### src/hdl/sorted_list_insert_delete_defines.svh
// ----------------------------------------------------------------------------
// Sorted list assertion macros
// Shared assertion shorthands for the sorted key list block.
// ----------------------------------------------------------------------------
`ifndef SORTED_LIST_INSERT_DELETE_DEFINES_SVH
`define SORTED_LIST_INSERT_DELETE_DEFINES_SVH

// Property that must hold at every clock edge outside reset.
`define SLI_ASSERT(lbl, clk, rst_n, prop, msg) \
  lbl: assert property (@(posedge clk) disable iff (!rst_n) (prop)) else $error(msg);

// Consequence that must hold in the cycle after the antecedent.
`define SLI_ASSERT_NEXT(lbl, clk, rst_n, ante, cons, msg) \
  lbl: assert property (@(posedge clk) disable iff (!rst_n) (ante) |=> (cons)) \
    else $error(msg);

`endif

### src/hdl/sli_pkg.sv
// ----------------------------------------------------------------------------
// Sorted list package
// Field widths, operation and status codes, and transaction payload types.
// ----------------------------------------------------------------------------
package sli_pkg;

  localparam int KEY_W        = 32;
  localparam int IDX_W        = 7;
  localparam int MODE_W       = 2;
  localparam int STATUS_W     = 2;
  localparam int DEPTH_DEFAULT = 64;
  localparam logic [IDX_W-1:0] CAP_RESET = 7'd64;

  typedef enum logic [MODE_W-1:0] {
    MODE_INSERT = 2'd0,
    MODE_DELETE = 2'd1,
    MODE_READ   = 2'd2
  } mode_e;

  typedef enum logic [STATUS_W-1:0] {
    STATUS_OK    = 2'd0,
    STATUS_FULL  = 2'd1,
    STATUS_RANGE = 2'd2
  } status_e;

  typedef struct packed {
    logic [MODE_W-1:0]       mode;
    logic signed [KEY_W-1:0] key;
    logic [IDX_W-1:0]        first_index;
    logic [IDX_W-1:0]        end_index;
  } in_item_t;

  typedef struct packed {
    logic signed [KEY_W-1:0] read_key;
    logic [IDX_W-1:0]        count;
    logic [STATUS_W-1:0]     status;
  } out_item_t;

endpackage

### src/hdl/sorted_list_insert_delete.sv
// ----------------------------------------------------------------------------
// Sorted key list
// Ordered store of signed fixed-point keys with insert, range delete and read.
// ----------------------------------------------------------------------------
// The block keeps up to min(capacity_limit, DEPTH) signed Q16.16 keys in
// ascending order in a single memory with one write and one registered read
// port, and serves one transaction at a time. An insert runs a binary search
// through the memory with at most ceil(log2(count+1)) probes, then moves
// each later entry up by one at one entry per cycle, and finally stores the
// key. A delete moves the entries behind the removed range down at one per
// cycle. Every search probe and every move goes through the one memory read
// port, and the search uses the single key comparator. A finished result
// waits until the output register is free or being emptied. A new transaction
// is taken as soon as the previous result sits in the output register, even
// if that result has not yet been taken.
// Equal keys are inserted before the existing equal keys. An insert into a
// full list, a delete range beyond the count and a read beyond the count
// change nothing and report a status code. There is no clearing pass after
// reset: only entries below the count are ever read, and those were written.
// ----------------------------------------------------------------------------
module sorted_list_insert_delete
  import sli_pkg::*;
#(
  parameter int DEPTH = DEPTH_DEFAULT
) (
  input  logic             clk_i,
  input  logic             rst_ni,
  // Configuration write channel: capacity_limit.
  input  logic             cfg_valid_i,
  output logic             cfg_ready_o,
  input  logic [IDX_W-1:0] cfg_data_i,
  // Operation channel.
  input  logic             in_valid_i,
  output logic             in_ready_o,
  input  in_item_t         in_data_i,
  // Result channel.
  output logic             out_valid_o,
  input  logic             out_ready_i,
  output out_item_t        out_data_o
);

  `include "sorted_list_insert_delete_defines.svh"

  localparam int ADDR_W = $clog2(DEPTH);
  localparam int CNT_W  = $clog2(DEPTH + 1);
  localparam int CMP_W  = (CNT_W > IDX_W) ? CNT_W : IDX_W;

  // One-hot sequencer states.
  typedef enum logic [6:0] {
    ST_IDLE     = 7'b0000001,
    ST_SRCH_RD  = 7'b0000010,
    ST_SRCH_CMP = 7'b0000100,
    ST_MOVE     = 7'b0001000,
    ST_PLACE    = 7'b0010000,
    ST_RD_WAIT  = 7'b0100000,
    ST_DONE     = 7'b1000000
  } state_e;

  state_e state_q, state_d;

  // Control state.
  logic [CNT_W-1:0] cnt_q;
  logic [IDX_W-1:0] cap_q;
  logic             out_valid_q;
  logic             pend_q;

  // Datapath registers of the transaction in flight.
  logic signed [KEY_W-1:0] key_q;
  logic                    ins_q;      // move direction: up for insert, down for delete
  logic [CNT_W-1:0]        lo_q;
  logic [CNT_W-1:0]        hi_q;
  logic [ADDR_W-1:0]       mid_q;
  logic [ADDR_W-1:0]       pos_q;
  logic [CNT_W-1:0]        src_q;
  logic [CNT_W-1:0]        rem_q;
  logic [CNT_W-1:0]        n_q;
  logic [ADDR_W-1:0]       wdst_q;
  logic signed [KEY_W-1:0] res_key_q;
  logic [STATUS_W-1:0]     res_status_q;
  out_item_t               out_q;

  // Memory and its ports.
  logic signed [KEY_W-1:0] mem_q [DEPTH];
  logic signed [KEY_W-1:0] rdata_q;
  logic                    mem_re;
  logic [ADDR_W-1:0]       mem_raddr;
  logic                    mem_we;
  logic [ADDR_W-1:0]       mem_waddr;
  logic signed [KEY_W-1:0] mem_wdata;

  // Shared helpers.
  logic              accept;
  logic              out_load;
  logic [CMP_W-1:0]  cnt_x;
  logic [CMP_W-1:0]  first_x;
  logic [CMP_W-1:0]  end_x;
  logic              list_full;
  logic [CNT_W:0]    mid_sum;
  logic [CNT_W-1:0]  mid_full;
  logic              key_lt;
  logic [CNT_W-1:0]  move_dst;

  assign cfg_ready_o = 1'b1;
  assign in_ready_o  = (state_q == ST_IDLE);
  assign accept      = in_valid_i && in_ready_o;
  assign out_load    = (state_q == ST_DONE) && (!out_valid_q || out_ready_i);
  assign out_valid_o = out_valid_q;
  assign out_data_o  = out_q;

  assign cnt_x     = CMP_W'(cnt_q);
  assign first_x   = CMP_W'(in_data_i.first_index);
  assign end_x     = CMP_W'(in_data_i.end_index);
  assign list_full = (cnt_x >= CMP_W'(cap_q)) || (cnt_x >= CMP_W'(DEPTH));

  // Search midpoint and the single key comparator.
  assign mid_sum  = {1'b0, lo_q} + {1'b0, hi_q};
  assign mid_full = mid_sum[CNT_W:1];
  assign key_lt   = (rdata_q < key_q);

  // Destination of the entry now being read during a move.
  assign move_dst = ins_q ? (src_q + 1'b1) : (src_q - n_q);

  // Memory port control.
  always_comb begin
    mem_re    = 1'b0;
    mem_raddr = '0;
    mem_we    = 1'b0;
    mem_waddr = wdst_q;
    mem_wdata = rdata_q;
    case (state_q)
      ST_IDLE: begin
        if (accept && (in_data_i.mode == MODE_READ)) begin
          mem_re    = 1'b1;
          mem_raddr = first_x[ADDR_W-1:0];
        end
      end
      ST_SRCH_RD: begin
        mem_re    = (lo_q < hi_q);
        mem_raddr = mid_full[ADDR_W-1:0];
      end
      ST_MOVE: begin
        mem_re    = (rem_q != '0);
        mem_raddr = src_q[ADDR_W-1:0];
        mem_we    = pend_q;
      end
      ST_PLACE: begin
        mem_we    = ins_q;
        mem_waddr = pos_q;
        mem_wdata = key_q;
      end
      default: begin
      end
    endcase
  end

  always_ff @(posedge clk_i) begin
    if (mem_we) begin
      mem_q[mem_waddr] <= mem_wdata;
    end
  end

  always_ff @(posedge clk_i) begin
    if (mem_re) begin
      rdata_q <= mem_q[mem_raddr];
    end
  end

  // Sequencer next state.
  always_comb begin
    state_d = state_q;
    case (state_q)
      ST_IDLE: begin
        if (accept) begin
          case (in_data_i.mode)
            MODE_INSERT: state_d = list_full ? ST_DONE : ST_SRCH_RD;
            MODE_DELETE: begin
              if (first_x >= end_x || end_x > cnt_x) begin
                state_d = ST_DONE;
              end else begin
                state_d = ST_MOVE;
              end
            end
            MODE_READ:   state_d = (first_x >= cnt_x) ? ST_DONE : ST_RD_WAIT;
            default:     state_d = ST_DONE;
          endcase
        end
      end
      ST_SRCH_RD:  state_d = (lo_q < hi_q) ? ST_SRCH_CMP : ST_MOVE;
      ST_SRCH_CMP: state_d = ST_SRCH_RD;
      ST_MOVE: begin
        if (rem_q == '0 && !pend_q) begin
          state_d = ST_PLACE;
        end
      end
      ST_PLACE:    state_d = ST_DONE;
      ST_RD_WAIT:  state_d = ST_DONE;
      ST_DONE: begin
        if (out_load) begin
          state_d = ST_IDLE;
        end
      end
      default:     state_d = ST_IDLE;
    endcase
  end

  // Control registers.
  always_ff @(posedge clk_i or negedge rst_ni) begin
    if (!rst_ni) begin
      state_q     <= ST_IDLE;
      cnt_q       <= '0;
      cap_q       <= CAP_RESET;
      out_valid_q <= 1'b0;
      pend_q      <= 1'b0;
    end else begin
      state_q <= state_d;
      if (cfg_valid_i && cfg_ready_o) begin
        cap_q <= cfg_data_i;
      end
      if (out_load) begin
        out_valid_q <= 1'b1;
      end else if (out_ready_i) begin
        out_valid_q <= 1'b0;
      end
      if (state_q == ST_MOVE) begin
        pend_q <= (rem_q != '0);
      end else begin
        pend_q <= 1'b0;
      end
      if (state_q == ST_PLACE) begin
        cnt_q <= ins_q ? (cnt_q + 1'b1) : (cnt_q - n_q);
      end
    end
  end

  // Datapath registers.
  always_ff @(posedge clk_i) begin
    case (state_q)
      ST_IDLE: begin
        if (accept) begin
          key_q        <= in_data_i.key;
          ins_q        <= (in_data_i.mode == MODE_INSERT);
          lo_q         <= '0;
          hi_q         <= cnt_q;
          res_key_q    <= '0;
          res_status_q <= STATUS_OK;
          // Delete setup; the insert overwrites src and rem after its search.
          n_q          <= CNT_W'(end_x - first_x);
          src_q        <= CNT_W'(end_x);
          rem_q        <= cnt_q - CNT_W'(end_x);
          case (in_data_i.mode)
            MODE_INSERT: begin
              if (list_full) begin
                res_status_q <= STATUS_FULL;
              end
            end
            MODE_DELETE: begin
              if (first_x < end_x && end_x > cnt_x) begin
                res_status_q <= STATUS_RANGE;
              end
            end
            MODE_READ: begin
              if (first_x >= cnt_x) begin
                res_status_q <= STATUS_RANGE;
              end
            end
            default: begin
            end
          endcase
        end
      end
      ST_SRCH_RD: begin
        if (lo_q < hi_q) begin
          mid_q <= mid_full[ADDR_W-1:0];
        end else begin
          // Search done: lo is the leftmost entry not less than the key.
          pos_q <= lo_q[ADDR_W-1:0];
          src_q <= cnt_q - 1'b1;
          rem_q <= cnt_q - lo_q;
        end
      end
      ST_SRCH_CMP: begin
        if (key_lt) begin
          lo_q <= CNT_W'(mid_q) + 1'b1;
        end else begin
          hi_q <= CNT_W'(mid_q);
        end
      end
      ST_MOVE: begin
        if (rem_q != '0) begin
          wdst_q <= move_dst[ADDR_W-1:0];
          src_q  <= ins_q ? (src_q - 1'b1) : (src_q + 1'b1);
          rem_q  <= rem_q - 1'b1;
        end
      end
      ST_RD_WAIT: begin
        res_key_q <= rdata_q;
      end
      ST_DONE: begin
        if (out_load) begin
          out_q.read_key <= res_key_q;
          out_q.count    <= IDX_W'(cnt_q);
          out_q.status   <= res_status_q;
        end
      end
      default: begin
      end
    endcase
  end

  // A move never reads the entry it writes in the same cycle.
  `SLI_ASSERT(a_move_no_overlap, clk_i, rst_ni,
              !(mem_we && mem_re && (state_q == ST_MOVE)) || (mem_waddr != mem_raddr),
              "move reads and writes the same entry")
  // A completed insert grows the list by exactly one entry.
  `SLI_ASSERT_NEXT(a_insert_grows, clk_i, rst_ni, (state_q == ST_PLACE) && ins_q,
                   cnt_q == $past(cnt_q) + 1'b1, "insert did not add one entry")
  // Loads happen only when the output is free or emptying, and leave a result valid.
  `SLI_ASSERT_NEXT(a_out_load, clk_i, rst_ni, out_load,
                   out_valid_q && (state_q == ST_IDLE), "result load did not present a result")

endmodule

### config.mk
export PLATFORM = sky130hd
export DESIGN_NAME = sorted_list_insert_delete
export DESIGN_NICKNAME = d
export VERILOG_FILES = /design/src/hdl/sli_pkg.sv /design/src/hdl/sorted_list_insert_delete.sv
export VERILOG_INCLUDE_DIRS = /design/src /design/src/hdl
export SDC_FILE = /design/constraint.sdc
export NUM_CORES = 2
export LEC_CHECK = 0
export BUFFER_PORTS_ARGS = -buffer_cell sky130_fd_sc_hd__buf_2
export CORE_ASPECT_RATIO = 1.75
export CORE_MARGIN = 8
export CORE_UTILIZATION = 43
export DETAILED_ROUTE_END_ITERATION = 10
export PLACE_DENSITY_LB_ADDON = 0.12
export SLEW_MARGIN = 20
export SYNTH_ARGS = -nofsm -noshare
export SYNTH_HDL_FRONTEND = slang
export SYNTH_SLANG_ARGS = --single-unit
### constraint.sdc
create_clock -name clk_i -period 6.6 [get_ports clk_i]
set_input_delay 0.66 -clock clk_i [delete_from_list [all_inputs] [get_ports clk_i]]
set_output_delay 0.66 -clock clk_i [all_outputs]
set_load 0.03 [all_outputs]
== Yosys cells after proc, flatten, opt, wreduce, memory -nomap -nowiden ==
Memories as Yosys holds them, arrays and structs flattened. A register that Yosys moved wholly into a read port is not among the register bits.
Index checks and enable logic that the tools add are counted.
Word-level totals
  memories kept: 1
  output and inout port bits: 44
  RAM bits: 2048
  flip-flop bits (word level): 184
  bits of input ports: 60
  logic and storage cells: 130
Memories
  mem_q: words 64, bits a word 32, read ports 1, clocked after memory_dff 1, wr ports 1, line sorted_list_insert_delete.sv:83  | logic signed [KEY_W-1:0] mem_q [DEPTH];
Operators by class
  equal/unequal tests: 16
  order comparisons: 8
  muxes and demuxes: 44
  reductions and logical operators: 28
  bitwise operators: 1
  add/subtract/negate cells: 12
Operators with widths (number)
  $mux 7: 18
  $mux 32: 2
  $pmux 32 s2: 1
  $pmux 7 s3: 3
  $pmux 7 s6: 1
  $lt 32x32->1: 1
  $pmux 7 s2: 2
  $sub 7x7->7: 4
  $ge 7x7->1: 3
  $sub 7x1->7 const B: 3
  $mux 6: 3
  $pmux 6 s3: 1
  $add 7x1->7 const B: 2
  $lt 7x7->1: 2
  $ne 2x2->1 const B: 6
  $reduce_and 2->1: 6
  $reduce_and 3->1: 3
  $add 6x1->7 const B: 1
  $add 7x7->7: 1
  $eq 7x1->1 const B: 1
  $eq 7x2->1 const B: 1
  $eq 7x3->1 const B: 1
  $eq 7x4->1 const B: 1
  $eq 7x5->1 const B: 1
  25 further kinds: 41

== Depth between registers and ports, before layout ==
  depth after elaboration: 6
  depth in mapped cells: 15
  mapped depth without buffers: 13

== Worst setup path after synthesis ==
No wires, ideal clock.
  path kind: register -> register
  start: reg state_q[2]
  end: mem mem_q[0][1] (data pin)
  path buffers: 2
  cell stages (with the launch flop): 8
  clock period less this slack: 4661 ps
  arrival time: 3960 ps
  setup slack: 1939 ps
  setup time: 702 ps
  required time: 5898 ps
  path through: dfrtp_1 > nor2_1 > nand2_1 > nor2_1 > nand3b_1 > clkbuf_1 > clkbuf_1 > o21ai_0
Between the ends
  cells in the longest elaborated chain, start to end: 2
Ends and longest elaborated chain
  from (decl): line sorted_list_insert_delete.sv:59  | state_e state_q, state_d;
  from (signal assigned): line sorted_list_insert_delete.sv:215  | state_q <= state_d;
  $eq 7x5->1: line sorted_list_insert_delete.sv:130  | case (state_q)
  $mux 32: line sorted_list_insert_delete.sv:130
  named net mem_wdata[1]: line sorted_list_insert_delete.sv:89  | logic signed [KEY_W-1:0] mem_wdata;
  to (decl): line sorted_list_insert_delete.sv:83
The timed path passes the listed nets, and every way through them passes these cells.

== Worst setup path in the final report ==
  start: reg state_q[0]
  end: reg rdata_q[20] (read register of mem_q) (data pin)
Between the ends
  cells in the longest elaborated chain, start to end: 5
  elaborated cells between the ends (all ways): 9
  those cells by class: 3 x eq/ne; 4 x mux; 2 x reduce/logical
Ends and longest elaborated chain
  $eq 7x1->1: line sorted_list_insert_delete.sv:104, sorted_list_insert_delete.sv:130
  $logic_and 1x1->1: line sorted_list_insert_delete.sv:105  | assign accept = in_valid_i && in_ready_o;
  $logic_and 1x1->1: line sorted_list_insert_delete.sv:132  | if (accept && (in_data_i.mode == MODE_READ)) begin
  $mux 6 / $mux 1 (equally long branches): line sorted_list_insert_delete.sv:132
  $pmux 6 s3 / $pmux 1 s3 (equally long branches): line sorted_list_insert_delete.sv:130
  to (decl): line sorted_list_insert_delete.sv:84  | logic signed [KEY_W-1:0] rdata_q;
Parallel ways exist; a longest one is shown, timed or not.
A chain may end at the register's enable or synchronous reset.

==> flow_metrics.py <==
metrics = {
    "route": {
        "wl_per_cell_um": 32.20,
        "drt_iter0_markers": 5964,
        "finalWirelength_mm": 305.0,
        "via_per_inst": 5.963,
        "ant_nets": 0,
        "post-route-drc-count": 0,
        "vias": 56490,
        "drt_first_pass_iters": 8,
    },
    "global_route": {
        "grt_pass1_wl_mm": 426.1,
        "overflow": 0,
        "grtUsageTotal_pct": 26.18,
        "antenna_found_initial": 16,
        "grt_pass1_vias": 55800,
        "grt_max_degree": 100,
    },
    "place": {
        "port_buffers": 102,
        "placed_cells": 9058,
        "placed_area_um2": 96720,
        "dp_hpwl_mm": 192.9,
        "gp_congestion": 0.8990,
    },
    "synthesis": {
        "yosys_warnings": 0,
        "synth-seq-cells": 2263,
        "syn-num-nets": 6437,
        "yosysUniqueCellTypes": 78,
        "synth-edff-count": 2240,
        "yosysSeqAreaShare_pct": 74.45,
        "synth_top_area_cell": "edfxtp_1",
        "synth_ff_type": "edfxtp_1",
        "syn_inst": 6277,
        "avgSynthCellArea_um2": 14.52,
        "ys_top_cells_by_area": "edfxtp_1 (74%), nand2_1 (5.4%), mux4_2 (2.3%)",
        "yosysTopAreaCellShare_pct": 73.81,
        "async_reset_ff_share_pct": 1.016,
        "syn_area_um2": 91130,
    },
    "timing": {
        "drv_slew": 0,
        "rsz0062_at_grt": "false",
        "tns_ps": 0,
        "fin_skew_ps": 82.00,
        "finalSetupViolCount": 0,
        "max_freq_mhz": 182.5,
        "min_period_over_period_pct": 83.00,
        "hold_violations": 0,
        "tightest_slew_ps": 1228,
        "hold_slack_ps": 42.98,
        "relSlewSlack_pct": 17.95,
        "fin_crit_ps": 5478,
    },
    "pwr": {
        "power.leakage_nw": 34.63,
        "p_per_area_nw_per_um2": 330.5,
        "peakVddDrop_v": 0.0002244,
    },
    "clocking": {
        "numCtsBuffers": 205,
        "root_buffer": "clkbuf_16",
        "path_clk_slew_ps": 70,
        "cts_resized": 0,
        "clk_path_buf_depth": 4,
        "worstSkewPairLatency_ps": 910,
        "clock_sinks": 2263,
        "cts_tree": "yes",
        "htree_levels": 4,
    },
    "setup_path": {
        "end_kind": "flop",
        "worstPathArrival_ps": 6140,
        "crit_path_start_kind": "flop",
        "worst-path-max-fanout": 76,
        "crit_required_ps": 7260,
        "crit_type": "reg -> reg",
    },
    "flow_run": {
        "maxCapViolCount": 0,
    },
    "die": {
        "ios": 104,
        "fp.dieArea_um2": 227500,
        "chipHeight_um": 625.0,
        "placementRows": 223,
        "die_w_um": 364.0,
        "core_area_um2": 210700,
        "start_util_pct": 43.26,
    },
    "finish": {
        "syn_to_final_growth_pct": 13.68,
        "fin_nets": 6652,
        "finalCoreUtilization_pct": 49.18,
        "fin_area_um2": 103600,
        "drive_above_1_share_pct": 13.22,
        "layout.cells.non_filler": 9472,
    },
    "hold_path": {
        "hp-class": "in -> reg",
    },
    "run_status": {
        "run_status": "finished clean",
    },
}
-- cell families after synthesis --
logic type	share of synthesized area, %
AOI/OAI and AO/OA	6.757
xor gates and xnor gates	0.5094
adders and majority gates	1.422
buffers and inverters	2.253
DFF	74.45
muxes	3.221
other	0.004115
and+or+nand+nor	11.38
-- metal layers --
metal,track usage (%),share of wire (%)
met4,16.07,7.1
met5,0,0.018
met1,30.19,36
met2,46.07,51
met3,3.475,5.9
-- cell type report --
| type | count | area [um^2] |
|---|---|---|
| diodes | 19 | 47.55 |
| multi-input cells | 3521 | 22250 |
| flip-flops and latches | 2263 | 67840 |
| fillers | 17770 | 107100 |
| clock inverters | 107 | 1060 |
| well taps | 2812 | 3518 |
| inverters | 99 | 371.6 |
| repair buffers | 402 | 3126 |
| clock buffers | 249 | 5378 |
-- flip-flops by register name, summed over array words and instances (netlist names), 2 cells and up --
signal,count
res_status_q,2
mem_q,2048
rem_q,7
rdata_q,32
n_q,7
out_data_o,41
cap_q,7
src_q,6
wdst_q,6
key_q,32
res_key_q,32
pos_q,6
mid_q,6
lo_q,7
state_q,7
cnt_q,7
hi_q,7
-- cell usage in the layout (no fill, tap or decap), types with 43 or more instances in the layout --
master / Yosys / final
clkinv_1: 0 / 47
and3_1: 228 / 228
nor2_1: 140 / 69
clkbuf_16: 0 / 207
a21oi_1: 118 / 114
buf_2: 117 / 102
ha_1: 94 / 94
a31oi_1: 156 / 156
edfxtp_1: 2240 / 2240
o21ai_0: 89 / 55
nor3_1: 44 / 43
a311oi_1: 44 / 44
inv_1: 99 / 98
nand2_1: 1321 / 1320
mux4_2: 93 / 93
buf_4: 9 / 239
o22ai_1: 51 / 49
nor2_4: 0 / 65
a211oi_1: 98 / 97
nand4_1: 73 / 73
nand3_1: 401 / 401
mux2i_1: 75 / 75
-- Yosys cell counts (6+ instances only) --
master and count:
edfxtp_1 2240, nand2_1 1321, nand3_1 401, and3_1 228, clkbuf_1 213, a31oi_1 156, nor2_1 140, a21oi_1 118
buf_2 117, inv_1 99, a211oi_1 98, ha_1 94, mux4_2 93, o21ai_0 89, mux2i_1 75, nand4_1 73
buf_1 52, o22ai_1 51, a311oi_1 44, nor3_1 44, a2111oi_0 43, a311o_1 38, and2_1 37, xnor2_1 32
a21o_1 31, o211ai_1 29, a32oi_1 26, a32o_1 23, dfrtp_1 21, xor2_1 21, o31ai_1 20, a22oi_1 19
nand2b_1 15, nand3b_1 14, o2111ai_1 12, a22o_1 10, buf_4 9, or3_1 9, a221oi_1 8, mux2_2 8
or2_2 8, nor2b_1 7, fa_1 6, o32ai_1 6
-- critical path, cell delays in order (launching register included) --
cell and delay, ps:
dfstp_2 570, or4b_1 480, nor3_2 750, a22oi_2 80
buf_4 320, nand2_8 370, buf_12 410, nor3_1 180
a221oi_1 610, nand4_1 880, and3_1 490
-- metrics by stage --
stage | total power [mW] | worst slack (ps)
final | 34.23 | 1122
after global routing | 35.13 | 1110
after CTS | 34.41 | 1185
after detailed placement | 22.63 | 1153
after global placement | 22.59 | 909.4
after floorplan | 19.96 | 1939
-- path summary, 6_finish.rpt --
| kind | cells past startpoint | slack (ps) | endpoint | startpoint |
|---|---|---|---|---|
| worst max-delay path | 10 | 1120 | rdata_q[20]$_DFFE_PP_ | state_q[0]$_DFFE_PN1P_ |
| worst min-delay path | 2 | 40 | cap_q[0]$_DFFE_PN0P_ | cfg_data_i[0] |
| worst max register to register | 10 | 1120 | rdata_q[20]$_DFFE_PP_ | state_q[0]$_DFFE_PN1P_ |
| worst min register to register | 0 | 420 | out_data_o[24]$_DFFE_PP_ | res_key_q[15]$_SDFFCE_PN0P_ |
| max in group asynchronous | 2 | 5830 | cnt_q[3]$_DFFE_PN0P_ | rst_ni |
| min in group asynchronous | 2 | 350 | cap_q[2]$_DFFE_PN0P_ | rst_ni |
-- what timing repair did --
item | CTS | global route
setup buffers | 0 | 0
endpoints found under the hold margin | 59 | 0
hold buffers | 39 | 0
-- where the power goes --
group	internal (mW)	switching, mW	total [mW]
Combinational	1.50	4.05	5.55
Clock	6.62	5.26	11.9
Sequential	16.6	0.247	16.8
Total	24.7	9.55	34.2
No activity file was read; power rests on OpenSTA's default activity.
